### src/tpce_pkg.sv
`default_nettype none
// ----------------------------------------------------------------------------
// Text panel cursor engine package
// Shared types, geometry constants, command encoding and the symbol table.
// ----------------------------------------------------------------------------
package tpce_pkg;

    localparam int LINE_COLUMNS = 24;
    localparam int LINE_ROWS    = 4;

    localparam logic [4:0]  COL_LIM      = 5'(LINE_COLUMNS + 1);
    localparam logic [4:0]  COL_WRAP     = 5'(LINE_COLUMNS);
    localparam logic [3:0]  ROW_LIM      = 4'(LINE_ROWS);
    localparam logic [3:0]  END_ROWS_MAX = 4'd4;
    localparam int          BAND_STEP    = LINE_ROWS * 32 + 16;
    localparam logic [10:0] PANEL_BOTTOM = 11'd271;
    localparam logic [20:0] CP_NEWLINE   = 21'd10;

    localparam int CMDQ_DEPTH = 4;
    localparam int CMDQ_AW    = $clog2(CMDQ_DEPTH);
    localparam int SYM_COUNT  = 59;

    localparam logic [1:0] MODE_BEGIN = 2'd0;
    localparam logic [1:0] MODE_CHAR  = 2'd1;
    localparam logic [1:0] MODE_END   = 2'd2;

    typedef enum logic [2:0] {
        OP_GLYPH = 3'd0,
        OP_PAD   = 3'd1,
        OP_MOVE  = 3'd2,
        OP_FLUSH = 3'd3,
        OP_FILL  = 3'd4,
        OP_FG    = 3'd5,
        OP_BG    = 3'd6
    } t_op;

    typedef enum logic [1:0] {
        KIND_BEGIN   = 2'd0,
        KIND_GLYPH   = 2'd1,
        KIND_NEWLINE = 2'd2,
        KIND_END     = 2'd3
    } t_kind;

    typedef struct packed {
        logic [1:0]        mode;
        logic [20:0]       code_point;
        logic signed [3:0] slot_colour;
        logic [2:0]        band_sel;
    } t_in;

    typedef struct packed {
        t_op        op;
        logic [7:0] glyph;
        logic [4:0] pad_count;
        logic [9:0] pixel_x;
        logic [9:0] pixel_y;
        logic [8:0] band_bottom;
        logic [7:0] red;
        logic [7:0] green;
        logic [7:0] blue;
        logic       last;
    } t_out;

    typedef struct packed {
        t_kind      kind;
        logic [2:0] off;
        logic [3:0] sc;
        logic [7:0] glyph;
        logic [4:0] col;
        logic [2:0] row;
        logic       move;
        logic [2:0] nrows;
    } t_cmd;

    localparam logic [15:0] SYM_CODE [0:SYM_COUNT-1] = '{
        16'h263a, 16'h263b, 16'h2665, 16'h25c6, 16'h2663, 16'h2660, 16'h25cf, 16'h25c8,
        16'h25ef, 16'h25d9, 16'h2642, 16'h2640, 16'h266a, 16'h266b, 16'h263c, 16'h25b6,
        16'h25c0, 16'h2195, 16'h203c, 16'h00b6, 16'h00a7, 16'h2580, 16'h21a8, 16'h2191,
        16'h2193, 16'h2192, 16'h2190, 16'h250c, 16'h2194, 16'h25b2, 16'h25bc, 16'h2588,
        16'h20ac, 16'h201a, 16'h0192, 16'h201e, 16'h2026, 16'h2020, 16'h2021, 16'h02c6,
        16'h2030, 16'h0160, 16'h2039, 16'h0152, 16'h017d, 16'h2018, 16'h2019, 16'h201c,
        16'h201d, 16'h2022, 16'h2013, 16'h2014, 16'h02dc, 16'h2122, 16'h0161, 16'h203a,
        16'h0153, 16'h017e, 16'h0178
    };

    localparam logic [7:0] SYM_GLYPH [0:SYM_COUNT-1] = '{
        8'h01, 8'h02, 8'h03, 8'h04, 8'h05, 8'h06, 8'h07, 8'h08,
        8'h09, 8'h0a, 8'h0b, 8'h0c, 8'h0d, 8'h0e, 8'h0f, 8'h10,
        8'h11, 8'h12, 8'h13, 8'h14, 8'h15, 8'h16, 8'h17, 8'h18,
        8'h19, 8'h1a, 8'h1b, 8'h1c, 8'h1d, 8'h1e, 8'h1f, 8'h7f,
        8'h80, 8'h82, 8'h83, 8'h84, 8'h85, 8'h86, 8'h87, 8'h88,
        8'h89, 8'h8a, 8'h8b, 8'h8c, 8'h8e, 8'h91, 8'h92, 8'h93,
        8'h94, 8'h95, 8'h96, 8'h97, 8'h98, 8'h99, 8'h9a, 8'h9b,
        8'h9c, 8'h9e, 8'h9f
    };

    function automatic logic [7:0] map_glyph(input logic [20:0] cp);
        logic [7:0] g;
        if (cp inside {[21'h20:21'h7d], [21'ha1:21'hff]}) begin
            g = cp[7:0];
        end else begin
            g = 8'h20;
        end
        for (int i = 0; i < SYM_COUNT; i++) begin
            if (cp == {5'd0, SYM_CODE[i]}) begin
                g = SYM_GLYPH[i];
            end
        end
        return g;
    endfunction

endpackage
`default_nettype wire

### src/tpce_front.sv
`default_nettype none
// ----------------------------------------------------------------------------
// Text panel cursor engine front end
// Accepts events, tracks column, row and band, and issues expansion commands.
// ----------------------------------------------------------------------------
module tpce_front import tpce_pkg::*; (
    input  wire logic i_clk,
    input  wire logic i_rst_n,
    input  wire logic i_push,
    input  wire t_in  i_item,
    input  wire logic i_q_full,
    output logic      o_cmd_push,
    output t_cmd      o_cmd
);

    logic [4:0] r_col, n_col;
    logic [2:0] r_row, n_row;
    logic [2:0] r_off, n_off;

    logic       accept;
    logic       gen;
    logic [4:0] end_col;
    logic [2:0] end_row;
    logic [3:0] rem_rows;
    logic [3:0] row_next;

    function automatic logic [2:0] row_inc(input logic [2:0] r);
        return (r == 3'd7) ? r : r + 3'd1;
    endfunction

    always_comb begin
        accept   = i_push && !i_q_full;
        gen      = 1'b0;
        n_col    = r_col;
        n_row    = r_row;
        n_off    = r_off;
        o_cmd    = '0;
        o_cmd.off = r_off;
        end_col  = r_col;
        end_row  = r_row;
        rem_rows = '0;
        row_next = {1'b0, r_row} + 4'd1;
        case (i_item.mode)
            MODE_BEGIN: begin
                n_col     = '0;
                n_row     = '0;
                n_off     = i_item.band_sel;
                gen       = 1'b1;
                o_cmd.kind = KIND_BEGIN;
                o_cmd.off  = i_item.band_sel;
                o_cmd.sc   = i_item.slot_colour;
            end
            MODE_CHAR: begin
                if (i_item.code_point == CP_NEWLINE) begin
                    gen        = ({1'b0, r_row} < ROW_LIM);
                    o_cmd.kind = KIND_NEWLINE;
                    o_cmd.col  = r_col;
                    o_cmd.row  = row_next[2:0];
                    o_cmd.move = (row_next < ROW_LIM);
                    n_col      = '0;
                    n_row      = row_inc(r_row);
                end else begin
                    gen         = ({1'b0, r_row} < ROW_LIM) && (r_col < COL_LIM);
                    o_cmd.kind  = KIND_GLYPH;
                    o_cmd.glyph = map_glyph(i_item.code_point);
                    n_col       = (r_col == 5'd31) ? r_col : r_col + 5'd1;
                end
            end
            MODE_END: begin
                if (r_col >= COL_WRAP) begin
                    end_col = '0;
                    end_row = row_inc(r_row);
                end
                gen        = 1'b1;
                o_cmd.kind = KIND_END;
                o_cmd.col  = end_col;
                o_cmd.row  = end_row;
                if ({1'b0, end_row} < ROW_LIM) begin
                    rem_rows    = ROW_LIM - {1'b0, end_row};
                    o_cmd.nrows = (rem_rows > END_ROWS_MAX) ? END_ROWS_MAX[2:0]
                                                            : rem_rows[2:0];
                    n_row       = ROW_LIM[2:0];
                    n_col       = '0;
                end else begin
                    n_row = end_row;
                    n_col = end_col;
                end
            end
            default: begin
                gen = 1'b0;
            end
        endcase
        o_cmd_push = accept && gen;
    end

    always_ff @(posedge i_clk) begin
        if (!i_rst_n) begin
            r_col <= '0;
            r_row <= '0;
            r_off <= '0;
        end else if (accept) begin
            r_col <= n_col;
            r_row <= n_row;
            r_off <= n_off;
        end
    end

endmodule
`default_nettype wire

### src/tpce_cmdq.sv
`default_nettype none
// ----------------------------------------------------------------------------
// Text panel cursor engine command queue
// Short FIFO between the front end and the expansion back end.
// ----------------------------------------------------------------------------
module tpce_cmdq import tpce_pkg::*; (
    input  wire logic i_clk,
    input  wire logic i_rst_n,
    input  wire logic i_push,
    input  wire t_cmd i_cmd,
    output logic      o_full,
    output logic      o_valid,
    output t_cmd      o_cmd,
    input  wire logic i_pop
);

    t_cmd                 r_mem [0:CMDQ_DEPTH-1];
    logic [CMDQ_AW-1:0]   r_wp;
    logic [CMDQ_AW-1:0]   r_rp;
    logic [CMDQ_AW:0]     r_cnt;
    logic                 do_push;
    logic                 do_pop;

    assign o_full  = (r_cnt == (CMDQ_AW+1)'(CMDQ_DEPTH));
    assign o_valid = (r_cnt != '0);
    assign o_cmd   = r_mem[r_rp];
    assign do_push = i_push && !o_full;
    assign do_pop  = i_pop && o_valid;

    always_ff @(posedge i_clk) begin
        if (!i_rst_n) begin
            r_wp  <= '0;
            r_rp  <= '0;
            r_cnt <= '0;
        end else begin
            if (do_push) begin
                r_wp <= r_wp + 1'b1;
            end
            if (do_pop) begin
                r_rp <= r_rp + 1'b1;
            end
            r_cnt <= r_cnt + (CMDQ_AW+1)'(do_push) - (CMDQ_AW+1)'(do_pop);
        end
        if (do_push) begin
            r_mem[r_wp] <= i_cmd;
        end
    end

endmodule
`default_nettype wire

### src/tpce_back.sv
`default_nettype none
// ----------------------------------------------------------------------------
// Text panel cursor engine back end
// Expands commands into panel operations, one beat a cycle while the result FIFO has room.
// ----------------------------------------------------------------------------
module tpce_back import tpce_pkg::*; (
    input  wire logic i_clk,
    input  wire logic i_rst_n,
    input  wire logic i_cmd_valid,
    input  wire t_cmd i_cmd,
    output logic      o_cmd_pop,
    input  wire logic i_pop,
    output logic      o_empty,
    output t_out      o_res
);

    typedef enum logic {ST_IDLE, ST_RUN} t_state;

    t_state     r_state, n_state;
    t_cmd       r_cmd, n_cmd;
    logic [2:0] r_step, n_step;

    t_out       r_oq [0:1];
    logic       r_owp, r_orp;
    logic [1:0] r_ocnt;

    logic        op_v;
    t_out        op;
    logic        out_pop;
    logic [10:0] t0, t1, t2, ymv;
    logic [7:0]  r1, g1, b1, r2, g2, b2, fg;
    logic        none_sel;

    function automatic logic [10:0] band_y(input logic [2:0] off, input logic [2:0] row);
        return 11'(off) * 11'(BAND_STEP) + {3'd0, row, 5'd0};
    endfunction

    function automatic logic [8:0] clamp_y(input logic [10:0] y);
        return (y > PANEL_BOTTOM) ? PANEL_BOTTOM[8:0] : y[8:0];
    endfunction

    function automatic logic [4:0] pad_for(input logic [4:0] col);
        return (col < COL_LIM) ? COL_LIM - col : 5'd0;
    endfunction

    function automatic logic [9:0] pix_x(input logic [4:0] col);
        return 10'(col) * 10'd19 + 10'd4;
    endfunction

    assign out_pop = i_pop && (r_ocnt != 2'd0);
    assign o_empty = (r_ocnt == 2'd0);
    assign o_res   = r_oq[r_orp];

    always_comb begin
        t0  = band_y(r_cmd.off, 3'd0);
        t1  = t0 + 11'd34;
        t2  = band_y(r_cmd.off, ROW_LIM[2:0]);
        ymv = band_y(r_cmd.off, r_cmd.row);

        none_sel = (r_cmd.sc[2:0] == 3'd0);
        if (r_cmd.sc[3]) begin
            r1 = 8'h00; g1 = 8'h00; b1 = 8'h00;
            r2 = 8'h00; g2 = 8'h00; b2 = 8'h00;
        end else if (none_sel) begin
            r1 = 8'h88; g1 = 8'h90; b1 = 8'h88;
            r2 = 8'hb0; g2 = 8'ha0; b2 = 8'hb0;
        end else begin
            r1 = r_cmd.sc[0] ? 8'h90 : 8'h00;
            g1 = r_cmd.sc[1] ? 8'h90 : 8'h00;
            b1 = r_cmd.sc[2] ? 8'h90 : 8'h00;
            r2 = r_cmd.sc[0] ? 8'hff : 8'h00;
            g2 = r_cmd.sc[1] ? 8'hff : 8'h00;
            b2 = r_cmd.sc[2] ? 8'hff : 8'h00;
        end
        fg = (g1 > 8'h88) ? 8'h01 : 8'hff;

        n_state   = r_state;
        n_cmd     = r_cmd;
        n_step    = r_step;
        o_cmd_pop = 1'b0;
        op_v      = 1'b0;
        op        = '0;

        case (r_state)
            ST_IDLE: begin
                if (i_cmd_valid) begin
                    n_cmd     = i_cmd;
                    n_step    = '0;
                    n_state   = ST_RUN;
                    o_cmd_pop = 1'b1;
                end
            end
            ST_RUN: begin
                if (r_ocnt != 2'd2) begin
                    op_v   = 1'b1;
                    n_step = r_step + 3'd1;
                    case (r_cmd.kind)
                        KIND_BEGIN: begin
                            case (r_step)
                                3'd0: begin
                                    op.op          = OP_FILL;
                                    op.pixel_y     = {1'b0, clamp_y(t0)};
                                    op.band_bottom = clamp_y(t1);
                                    op.red         = r1;
                                    op.green       = g1;
                                    op.blue        = b1;
                                end
                                3'd1: begin
                                    op.op          = OP_FILL;
                                    op.pixel_y     = {1'b0, clamp_y(t1)};
                                    op.band_bottom = clamp_y(t2);
                                    op.red         = r2;
                                    op.green       = g2;
                                    op.blue        = b2;
                                end
                                3'd2: begin
                                    op.op    = OP_FG;
                                    op.red   = fg;
                                    op.green = fg;
                                    op.blue  = fg;
                                end
                                3'd3: begin
                                    op.op = OP_BG;
                                end
                                default: begin
                                    op.op      = OP_MOVE;
                                    op.pixel_x = pix_x(5'd0);
                                    op.pixel_y = t0[9:0];
                                    op.last    = 1'b1;
                                end
                            endcase
                        end
                        KIND_GLYPH: begin
                            op.op    = OP_GLYPH;
                            op.glyph = r_cmd.glyph;
                            op.last  = 1'b1;
                        end
                        KIND_NEWLINE: begin
                            if (r_step == 3'd0) begin
                                op.op        = OP_PAD;
                                op.pad_count = pad_for(r_cmd.col);
                                op.last      = !r_cmd.move;
                            end else begin
                                op.op      = OP_MOVE;
                                op.pixel_x = pix_x(5'd0);
                                op.pixel_y = ymv[9:0];
                                op.last    = 1'b1;
                            end
                        end
                        default: begin
                            if (r_cmd.nrows == 3'd0) begin
                                op.op   = OP_FLUSH;
                                op.last = 1'b1;
                            end else if (!r_step[0]) begin
                                op.op      = OP_MOVE;
                                op.pixel_x = pix_x(r_cmd.col);
                                op.pixel_y = ymv[9:0];
                            end else begin
                                op.op        = OP_PAD;
                                op.pad_count = pad_for(r_cmd.col);
                                n_cmd.row    = r_cmd.row + 3'd1;
                                n_cmd.col    = '0;
                                n_cmd.nrows  = r_cmd.nrows - 3'd1;
                                n_step       = '0;
                            end
                        end
                    endcase
                    if (op.last) begin
                        n_state = ST_IDLE;
                    end
                end
            end
            default: begin
                n_state = ST_IDLE;
            end
        endcase
    end

    always_ff @(posedge i_clk) begin
        if (!i_rst_n) begin
            r_state <= ST_IDLE;
            r_step  <= '0;
            r_owp   <= 1'b0;
            r_orp   <= 1'b0;
            r_ocnt  <= '0;
        end else begin
            r_state <= n_state;
            r_step  <= n_step;
            if (op_v) begin
                r_owp <= ~r_owp;
            end
            if (out_pop) begin
                r_orp <= ~r_orp;
            end
            r_ocnt <= r_ocnt + 2'(op_v) - 2'(out_pop);
        end
        r_cmd <= n_cmd;
        if (op_v) begin
            r_oq[r_owp] <= op;
        end
    end

`ifndef SYNTH
    a_ocnt_bound: assert property (@(posedge i_clk) disable iff (!i_rst_n)
        r_ocnt <= 2'd2)
        else $error("result FIFO overfilled");

    a_load_runs: assert property (@(posedge i_clk) disable iff (!i_rst_n)
        o_cmd_pop |=> (r_state == ST_RUN))
        else $error("command taken without starting expansion");

    a_last_idles: assert property (@(posedge i_clk) disable iff (!i_rst_n)
        (op_v && op.last) |=> (r_state == ST_IDLE))
        else $error("expansion continued past its last beat");

    a_end_rows: assert property (@(posedge i_clk) disable iff (!i_rst_n)
        (r_state == ST_RUN && r_cmd.kind == KIND_END) |-> (r_cmd.nrows <= 3'd4))
        else $error("end command with too many rows");
`endif

endmodule
`default_nettype wire

### src/text_panel_cursor_engine.sv
`default_nettype none
// ----------------------------------------------------------------------------
// Text panel cursor engine
// Turns begin, character and end events into text panel operations.
// ----------------------------------------------------------------------------
// Usage:
//   Input channel: drive i_item and raise i_push; a beat is taken on a clock
//   edge with i_push high and o_full low. Events with no effect on the panel
//   are taken and only update the cursor state.
//   Result channel: while o_empty is low, o_res holds the oldest operation;
//   raise i_pop to take it. o_res.last marks the final operation of an event.
//   The first operation of an event passes through the command queue, the
//   back end's command register and the result FIFO. The back end emits
//   one operation per cycle while the result FIFO has room; each event is
//   loaded, then gives 1 (glyph), 1 or 2 (newline), 5 (begin) or up to 9 (end).
//   A four-deep command queue sits between the front end and the back end,
//   and a two-deep result FIFO drives the outputs; input keeps flowing while
//   results wait, until the queue fills and o_full rises.
//   When the receiver stalls, results hold and the back end stops once the
//   result FIFO is full.
//   Reset (synchronous, active low) clears column, row, band, the queue and
//   the result FIFO; o_empty is high and o_full low right after it.
// ----------------------------------------------------------------------------
module text_panel_cursor_engine import tpce_pkg::*; (
    input  wire logic i_clk,
    input  wire logic i_rst_n,
    input  wire logic i_push,
    input  wire t_in  i_item,
    output logic      o_full,
    input  wire logic i_pop,
    output logic      o_empty,
    output t_out      o_res
);

    logic cmd_push;
    t_cmd cmd_in;
    logic q_valid;
    t_cmd q_cmd;
    logic q_pop;

    tpce_front u_front (
        .i_clk      (i_clk),
        .i_rst_n    (i_rst_n),
        .i_push     (i_push),
        .i_item     (i_item),
        .i_q_full   (o_full),
        .o_cmd_push (cmd_push),
        .o_cmd      (cmd_in)
    );

    tpce_cmdq u_cmdq (
        .i_clk   (i_clk),
        .i_rst_n (i_rst_n),
        .i_push  (cmd_push),
        .i_cmd   (cmd_in),
        .o_full  (o_full),
        .o_valid (q_valid),
        .o_cmd   (q_cmd),
        .i_pop   (q_pop)
    );

    tpce_back u_back (
        .i_clk       (i_clk),
        .i_rst_n     (i_rst_n),
        .i_cmd_valid (q_valid),
        .i_cmd       (q_cmd),
        .o_cmd_pop   (q_pop),
        .i_pop       (i_pop),
        .o_empty     (o_empty),
        .o_res       (o_res)
    );

endmodule
`default_nettype wire
### config.mk
export PLATFORM = sky130hd
export DESIGN_NAME = text_panel_cursor_engine
export DESIGN_NICKNAME = d
export VERILOG_FILES = /design/src/tpce_pkg.sv /design/src/tpce_front.sv /design/src/tpce_cmdq.sv /design/src/tpce_back.sv /design/src/text_panel_cursor_engine.sv
export SDC_FILE = /design/constraint.sdc
export NUM_CORES = 1
export LEC_CHECK = 0
export BUFFER_PORTS_ARGS = -buffer_cell sky130_fd_sc_hd__buf_2
export CAP_MARGIN = 20
export CORE_UTILIZATION = 40
export DETAILED_ROUTE_END_ITERATION = 6
export PLACE_DENSITY_LB_ADDON = 0.12
export SYNTH_ARGS = -nofsm -noshare
export SYNTH_HDL_FRONTEND = slang
export SYNTH_SLANG_ARGS = --single-unit
### constraint.sdc
create_clock -name i_clk -period 8.7 [get_ports i_clk]
set_clock_uncertainty 0.05 [all_clocks]
set_input_delay 0.87 -clock i_clk [delete_from_list [all_inputs] [get_ports i_clk]]
set_output_delay 0.87 -clock i_clk [all_outputs]
set_load 0.05 [all_outputs]
==> flow_summary.toml, run 1 <==
[cells_and_area]
layout.area.seq_um2 = 8480
antenna_cells = 0
num-fill-cells = 3239
syn_to_final_growth_pct = 13.3
drive_gt1_frac = 0.228
fin_util = 0.461
multi_input_area_um2 = 5560
nNetsFinal = 1312

[global_routing]
grt_pass1_wl_um = 52700
grt_pass1_vias = 9265
gr-total-overflow = 0
track_usage = 0.184
antenna_found_initial = 0
grt_max_degree = 60

[sta]
finalCritPeriodShare = 0.448
finalSetupViolations = 0
tightest_slew_ns = 0.911
slew_headroom = 0.385
tns_ns = 0
max_freq_ghz = 0.257
rsz0062_at_grt = "false"
maxSlewViolCount = 0
finalCriticalPeriod_ns = 3.89
hold_viol = 0

[cts]
postCtsSetupBuffers = 0
clk_pin_slew_ns = 0.05
cts_made_buffers = 31
cts_tree = "built"
cts-htree-levels = 1
cts-root-buf = "clkbuf_16"
clk_latency_ns = 0.55
cts_hold_repair.buffers = 0
clockBufferDepth = 3
clock_sinks = 292
cts_resized = 0

[routing]
drt_pass1_iterations = 5
avgViaCountPerCell = 5.47
wl_per_cell_um = 19.7
drc_errors = 0
vias = 9314
drtAntennaViolNets = 0
routed_wl_um = 33600
drtIter0Drc = 688

[worst_setup_path]
crit_fanout = 30
cp-end-kind = "register"
crit_path_start_kind = "input pin"
critPathRequiredTime_ns = 8.81
critPathArrivalTime_ns = 4.00
critical_path_class = "input pin to register"

[die]
die_h_um = 192
row_count = 69
start_util = 0.407
dieArea_um2 = 37000
io_pins = 106
core_um2 = 35600
die_w_um = 192

[logic_synthesis]
synth_top_family_by_area = "simple AND/OR/NAND/NOR gates"
synthAdderAreaFrac = 0.0520
synth_edf_count = 263
synth-compound-area-share = 0.0834
async_flop_share = 0
synth_seq_cells = 292
yosys_warnings = 0
synth-xor-area-share = 0.0139
synth-simple-area-share = 0.134
synth.area.mux_share = 0.0997
synth_nets = 1221
syn_avg_cell_area_um2 = 12.8
synthCells = 1128
netlist_area_um2 = 14500
synthFlopType = "edfxtp_1"
seq_area_frac_synth = 0.586
ys_types = 81

[placement]
io_buffers = 105
hpwl_um = 23400
routabilityCongestion = 0.874

[power]
power_w = 0.00549
vdd.ir_drop.worst_mv = 0.255
pwr_density_cell_nw_per_um2 = 335
p_leak_nw = 5.75

[flow_run]
cap_viol_max_count = 0

[status]
status = "finished, final reports clean"

[hold_path]
hold_path.class = "register to register"
worst paths after layout:
| path | start | endpoint | slack (ns) | depth (start not counted) |
|---|---|---|---|---|
| max | i_item[10] | u_cmdq.r_mem[2][14] | 4.81 | 7 |
| min | u_front.r_off[2] | u_front.r_off[2] | 0.45 | 2 |
| max reg2reg | u_back.r_state | u_back.r_oq[1][16] | 5.74 | 7 |
| min reg2reg | u_front.r_off[2] | u_front.r_off[2] | 0.45 | 2 |
state kept, by name, indices dropped and copies added (netlist names), named ones only:
signal,cells
u_back.r_cmd,29
u_back.r_ocnt,2
u_back.r_oq,118
u_back.r_orp,1
u_back.r_owp,1
u_back.r_state,1
u_back.r_step,3
u_cmdq.r_cnt,3
u_cmdq.r_mem,116
u_cmdq.r_rp,2
u_cmdq.r_wp,2
u_front.r_col,5
u_front.r_off,3
u_front.r_row,3
stage by stage:
| stage | hold WS, ns | setup slack [ns] | std cells | cell area, µm² |
|---|---|---|---|---|
| 6_report | 0.445 | 4.81 | 1703 | 16400 |
| 5_1_grt | 0.487 | 4.64 | 1703 | 16400 |
| 4_1_cts | 0.449 | 4.82 | 1702 | 16400 |
| 3_5_place_dp | 0.435 | 4.25 | 1646 | 15400 |
| 3_3_place_gp | 0.425 | 4.25 | 1645 | 15400 |
| 2_1_floorplan | 0.409 | 4.86 | 1128 | 14500 |
cell usage after synthesis, types with 9 or more instances:
cell type  instances  share of area
clkbuf_1          27         0.0070
nand3_1           18         0.0062
o22ai_1            9         0.0039
mux4_2            29          0.045
nor2_1            84          0.022
nor3_1            35          0.012
a21oi_1           52          0.018
o21ai_0           40          0.014
and3_1             9         0.0039
xnor2_1           16         0.0097
buf_4             14         0.0073
inv_1             45          0.012
nor4_1            13         0.0056
mux2_2            63          0.049
nand2b_1          12         0.0052
dfxtp_1           29          0.040
a21o_1             9         0.0047
ha_1              57          0.049
nand2_1           71          0.018
edfxtp_1         263           0.55
nand4_1           12         0.0052
and2_1            35          0.015
nor2b_1           14         0.0060
cell type report:
cell class	instances	share of cell area
Clock buffer	41	0.0514
Timing Repair Buffer	115	0.0365
Clock inverter	15	0.00992
Sequential cell	292	0.517
Multi-Input combinational cell	733	0.339
Tap cell	461	0.0352
Inverter	46	0.0105
metal layers:
layer	part of all wire	global-route usage	up-vias
li1	-	-	4469
met1	0.46	0.251	4471
met2	0.46	0.304	288
met3	0.043	0.0190	86
met4	0.033	0.0639	0
met5	0	0	-
cell usage in the layout, fill, tap and decap left out, drive strengths merged, types with 5 or more instances in the layout:
cell      n
clkbuf   41
or4       6
ha       57
nor2     85
a21boi    5
a211oi    8
nand4    12
mux4     29
xor2      7
inv      46
mux2i     8
and2     35
clkinv   10
nor4     15
and3      9
nand2b   12
and4      5
o22ai     9
mux2     63
a21o      9
o21ai    43
nor2b    14
a31oi     7
nor3     35
xnor2    16
a21oi    53
o211ai    8
nand2    71
dfxtp    29
or3       8
o21a      8
or2       7
nand3    18
buf     115
nor3b     5
edfxtp  263
where the power goes:
part | internal (W) | switching, W
combinational | 0.000685 | 0.00145
clock | 0.000768 | 0.000519
sequential | 0.00190 | 0.000164
total | 0.00335 | 0.00214
worst max-delay path, cell delays in order:
cell	delay, ns
buf_2	0.41
or4bb_1	0.60
or4_1	0.58
nor2_1	0.25
o311ai_1	0.14
a21oi_2	0.36
and2_2	0.75
kinds of logic after synthesis:
logic type	Yosys count
AOI/OAI and AO/OA	188
buffers and inverters	103
DFF	292
adders and majority gates	59
muxes	100
and+or+nand+nor	363
xor gates and xnor gates	23
(Power assumes the default switching activity.)
==> run 2: changes to the inputs <==
- clock period: 8.7 -> 3.3 ns (I/O delays scaled with it)
==> flow_summary.toml, run 2 (same netlist as run 1, synthesis figures left out) <==
[cells_and_area]
finalNonFillerCells = 1754
stdcell_area_um2 = 16800
layout.area.seq_um2 = 8480
drive_gt1_frac = 0.246
antenna_cells = 0
syn_to_final_growth_pct = 15.9
largestRegisters = "u_back.r_oq x118, u_cmdq.r_mem x116, u_back.r_cmd x29"
final_cell_mix = "263 x edfxtp_1, 105 x buf_2, 82 x nor2_1"
num-fill-cells = 3249
final_common_cell = "edfxtp_1"
multi_input_area_um2 = 5560
nNetsFinal = 1362
largest_reg_flops = 118
regMostFlops = "u_back.r_oq"

[routing]
top_layer = "met5"
met3_wirelength_um = 1350
routed_wl_um = 33200
drtIter0Drc = 634
drc_errors = 0
route.met2.wl_um = 15700
drt_pass1_iterations = 5
drtAntennaViolNets = 0
avgViaCountPerCell = 5.42
m1WireLength_um = 15100
vias = 9499
wl_per_cell_um = 18.9

[cts]
clk_latency_ns = 0.56
cts-root-buf = "clkbuf_16"
cts_made_buffers = 30
postCtsSetupBuffers = 0
cts_resized = 0
cts_hold_repair.buffers = 2
clockBufferDepth = 3
cts_tree = "built"
clk_pin_slew_ns = 0.06
clock_sinks = 292
cts-htree-levels = 1

[worst_setup_path]
critPathArrivalTime_ns = 3.01
crit_path_start_kind = "register"
crit_start = "u_back.r_cmd[8]"
crit_fanout = 6
rr_worst_depth = 10
critPathRequiredTime_ns = 3.55
cp-end-kind = "register"
critical_path_class = "register to register"
r2r_start = "u_back.r_cmd[8]"

[global_routing]
antenna_found_initial = 1
grt_pass1_wl_um = 51900
grt_pass1_vias = 9141
gr-total-overflow = 0
grt_max_degree = 60
track_usage = 0.182

[placement]
io_buffers = 105
dpl_cell_area_um2 = 15800
hpwl_um = 23600
pre_cts_slack_ns = -0.00907
dp.cells = 1696
routabilityCongestion = 0.905

[sta]
finalSetupViolations = 0
hold_viol = 0
holdWs_ns = 0.0183
finalCriticalPeriod_ns = 2.76
timing.final.ws_setup_ns = 0.536
max_freq_ghz = 0.362
finalCritPeriodShare = 0.838
maxSlewViolCount = 0
slew_headroom = 0.352
rsz0062_at_grt = "false"
tightest_slew_ns = 0.971

[flow_run]
cap_viol_max_count = 0

[die]
die_w_um = 192
start_util = 0.407
io_pins = 106
die_h_um = 192
core_um2 = 35600
row_count = 69
dieArea_um2 = 37000

[power]
netSwitchingPower_w = 0.00560
power_frac_clock = 0.219
p_int_w = 0.00871
power_w = 0.0143
switching_share = 0.391
pwr_density_cell_nw_per_um2 = 853
pwr-share-comb = 0.402
vdd.ir_drop.worst_mv = 0.877
p_leak_nw = 5.97
seqPwrFrac = 0.380

[hold_path]
hp-start = "i_item[1]"
hold_path.class = "input pin to register"
hold_depth = 3

[status]
status = "finished, final reports clean"
==> run 2: cell count changes in the layout (fill, tap and decap cells not counted), moves of 2 or more <==
cell and change:
bufinv_16 -2, clkinv_1 +5, clkbuf_1 +4, clkinv_2 -2, dlygate4sd3_1 +2, buf_4 +43, and2_1 +4, buf_12 +7
clkinvlp_4 -2, and2_2 -4, clkbuf_8 -3
==> run 2: through the flow <==
step,utilization,setup TNS [ns]
finish,0.472,0
global route,0.472,0
CTS,0.472,0
detailed placement,0.445,-0.00907
global placement,0.445,0
floorplan,-,0
==> run 2: worst paths after layout <==
kind	slack [ns]	to
setup / recovery	0.54	u_back.r_oq[0][51]
hold reg to reg	0.44	u_front.r_off[2]
setup reg to reg	0.54	u_back.r_oq[0][51]
hold / removal	0.02	u_front.r_off[1]
==> run 2: layout make-up <==
type,instances,area share
Sequential cell,292,0.505
Clock buffer,42,0.0487
Tap cell,461,0.0344
Multi-Input combinational cell,733,0.331
Inverter,46,0.0103
Clock inverter,14,0.00574
Timing Repair Buffer,166,0.0641
==> run 2: layer usage <==
metal / GRT usage / vias up
met3: 0.0212 / 69
li1: - / 4567
met2: 0.304 / 265
met5: 0 / -
met4: 0.0669 / 2
met1: 0.244 / 4596
==> run 2: power by group through the flow <==
stage	Clock, W	Combinational, W	Sequential, W
after CTS	0.00323	0.00582	0.00545
after global routing	0.00338	0.00627	0.00553
after floorplan	0	0.00457	0.00533
after global placement	0	0.00578	0.00550
final	0.00313	0.00575	0.00544
after detailed placement	0	0.00577	0.00552
==> run 2: worst max-delay path, stage by stage, from the launching register on <==
cell and delay [ns]:
edfxtp_1 0.50, ha_1 0.35, inv_1 0.04, ha_1 0.26
a21oi_1 0.22, o2bb2ai_1 0.14, a211oi_1 0.36, o21bai_1 0.16
a21oi_1 0.19, xor2_1 0.17, nor2_1 0.07
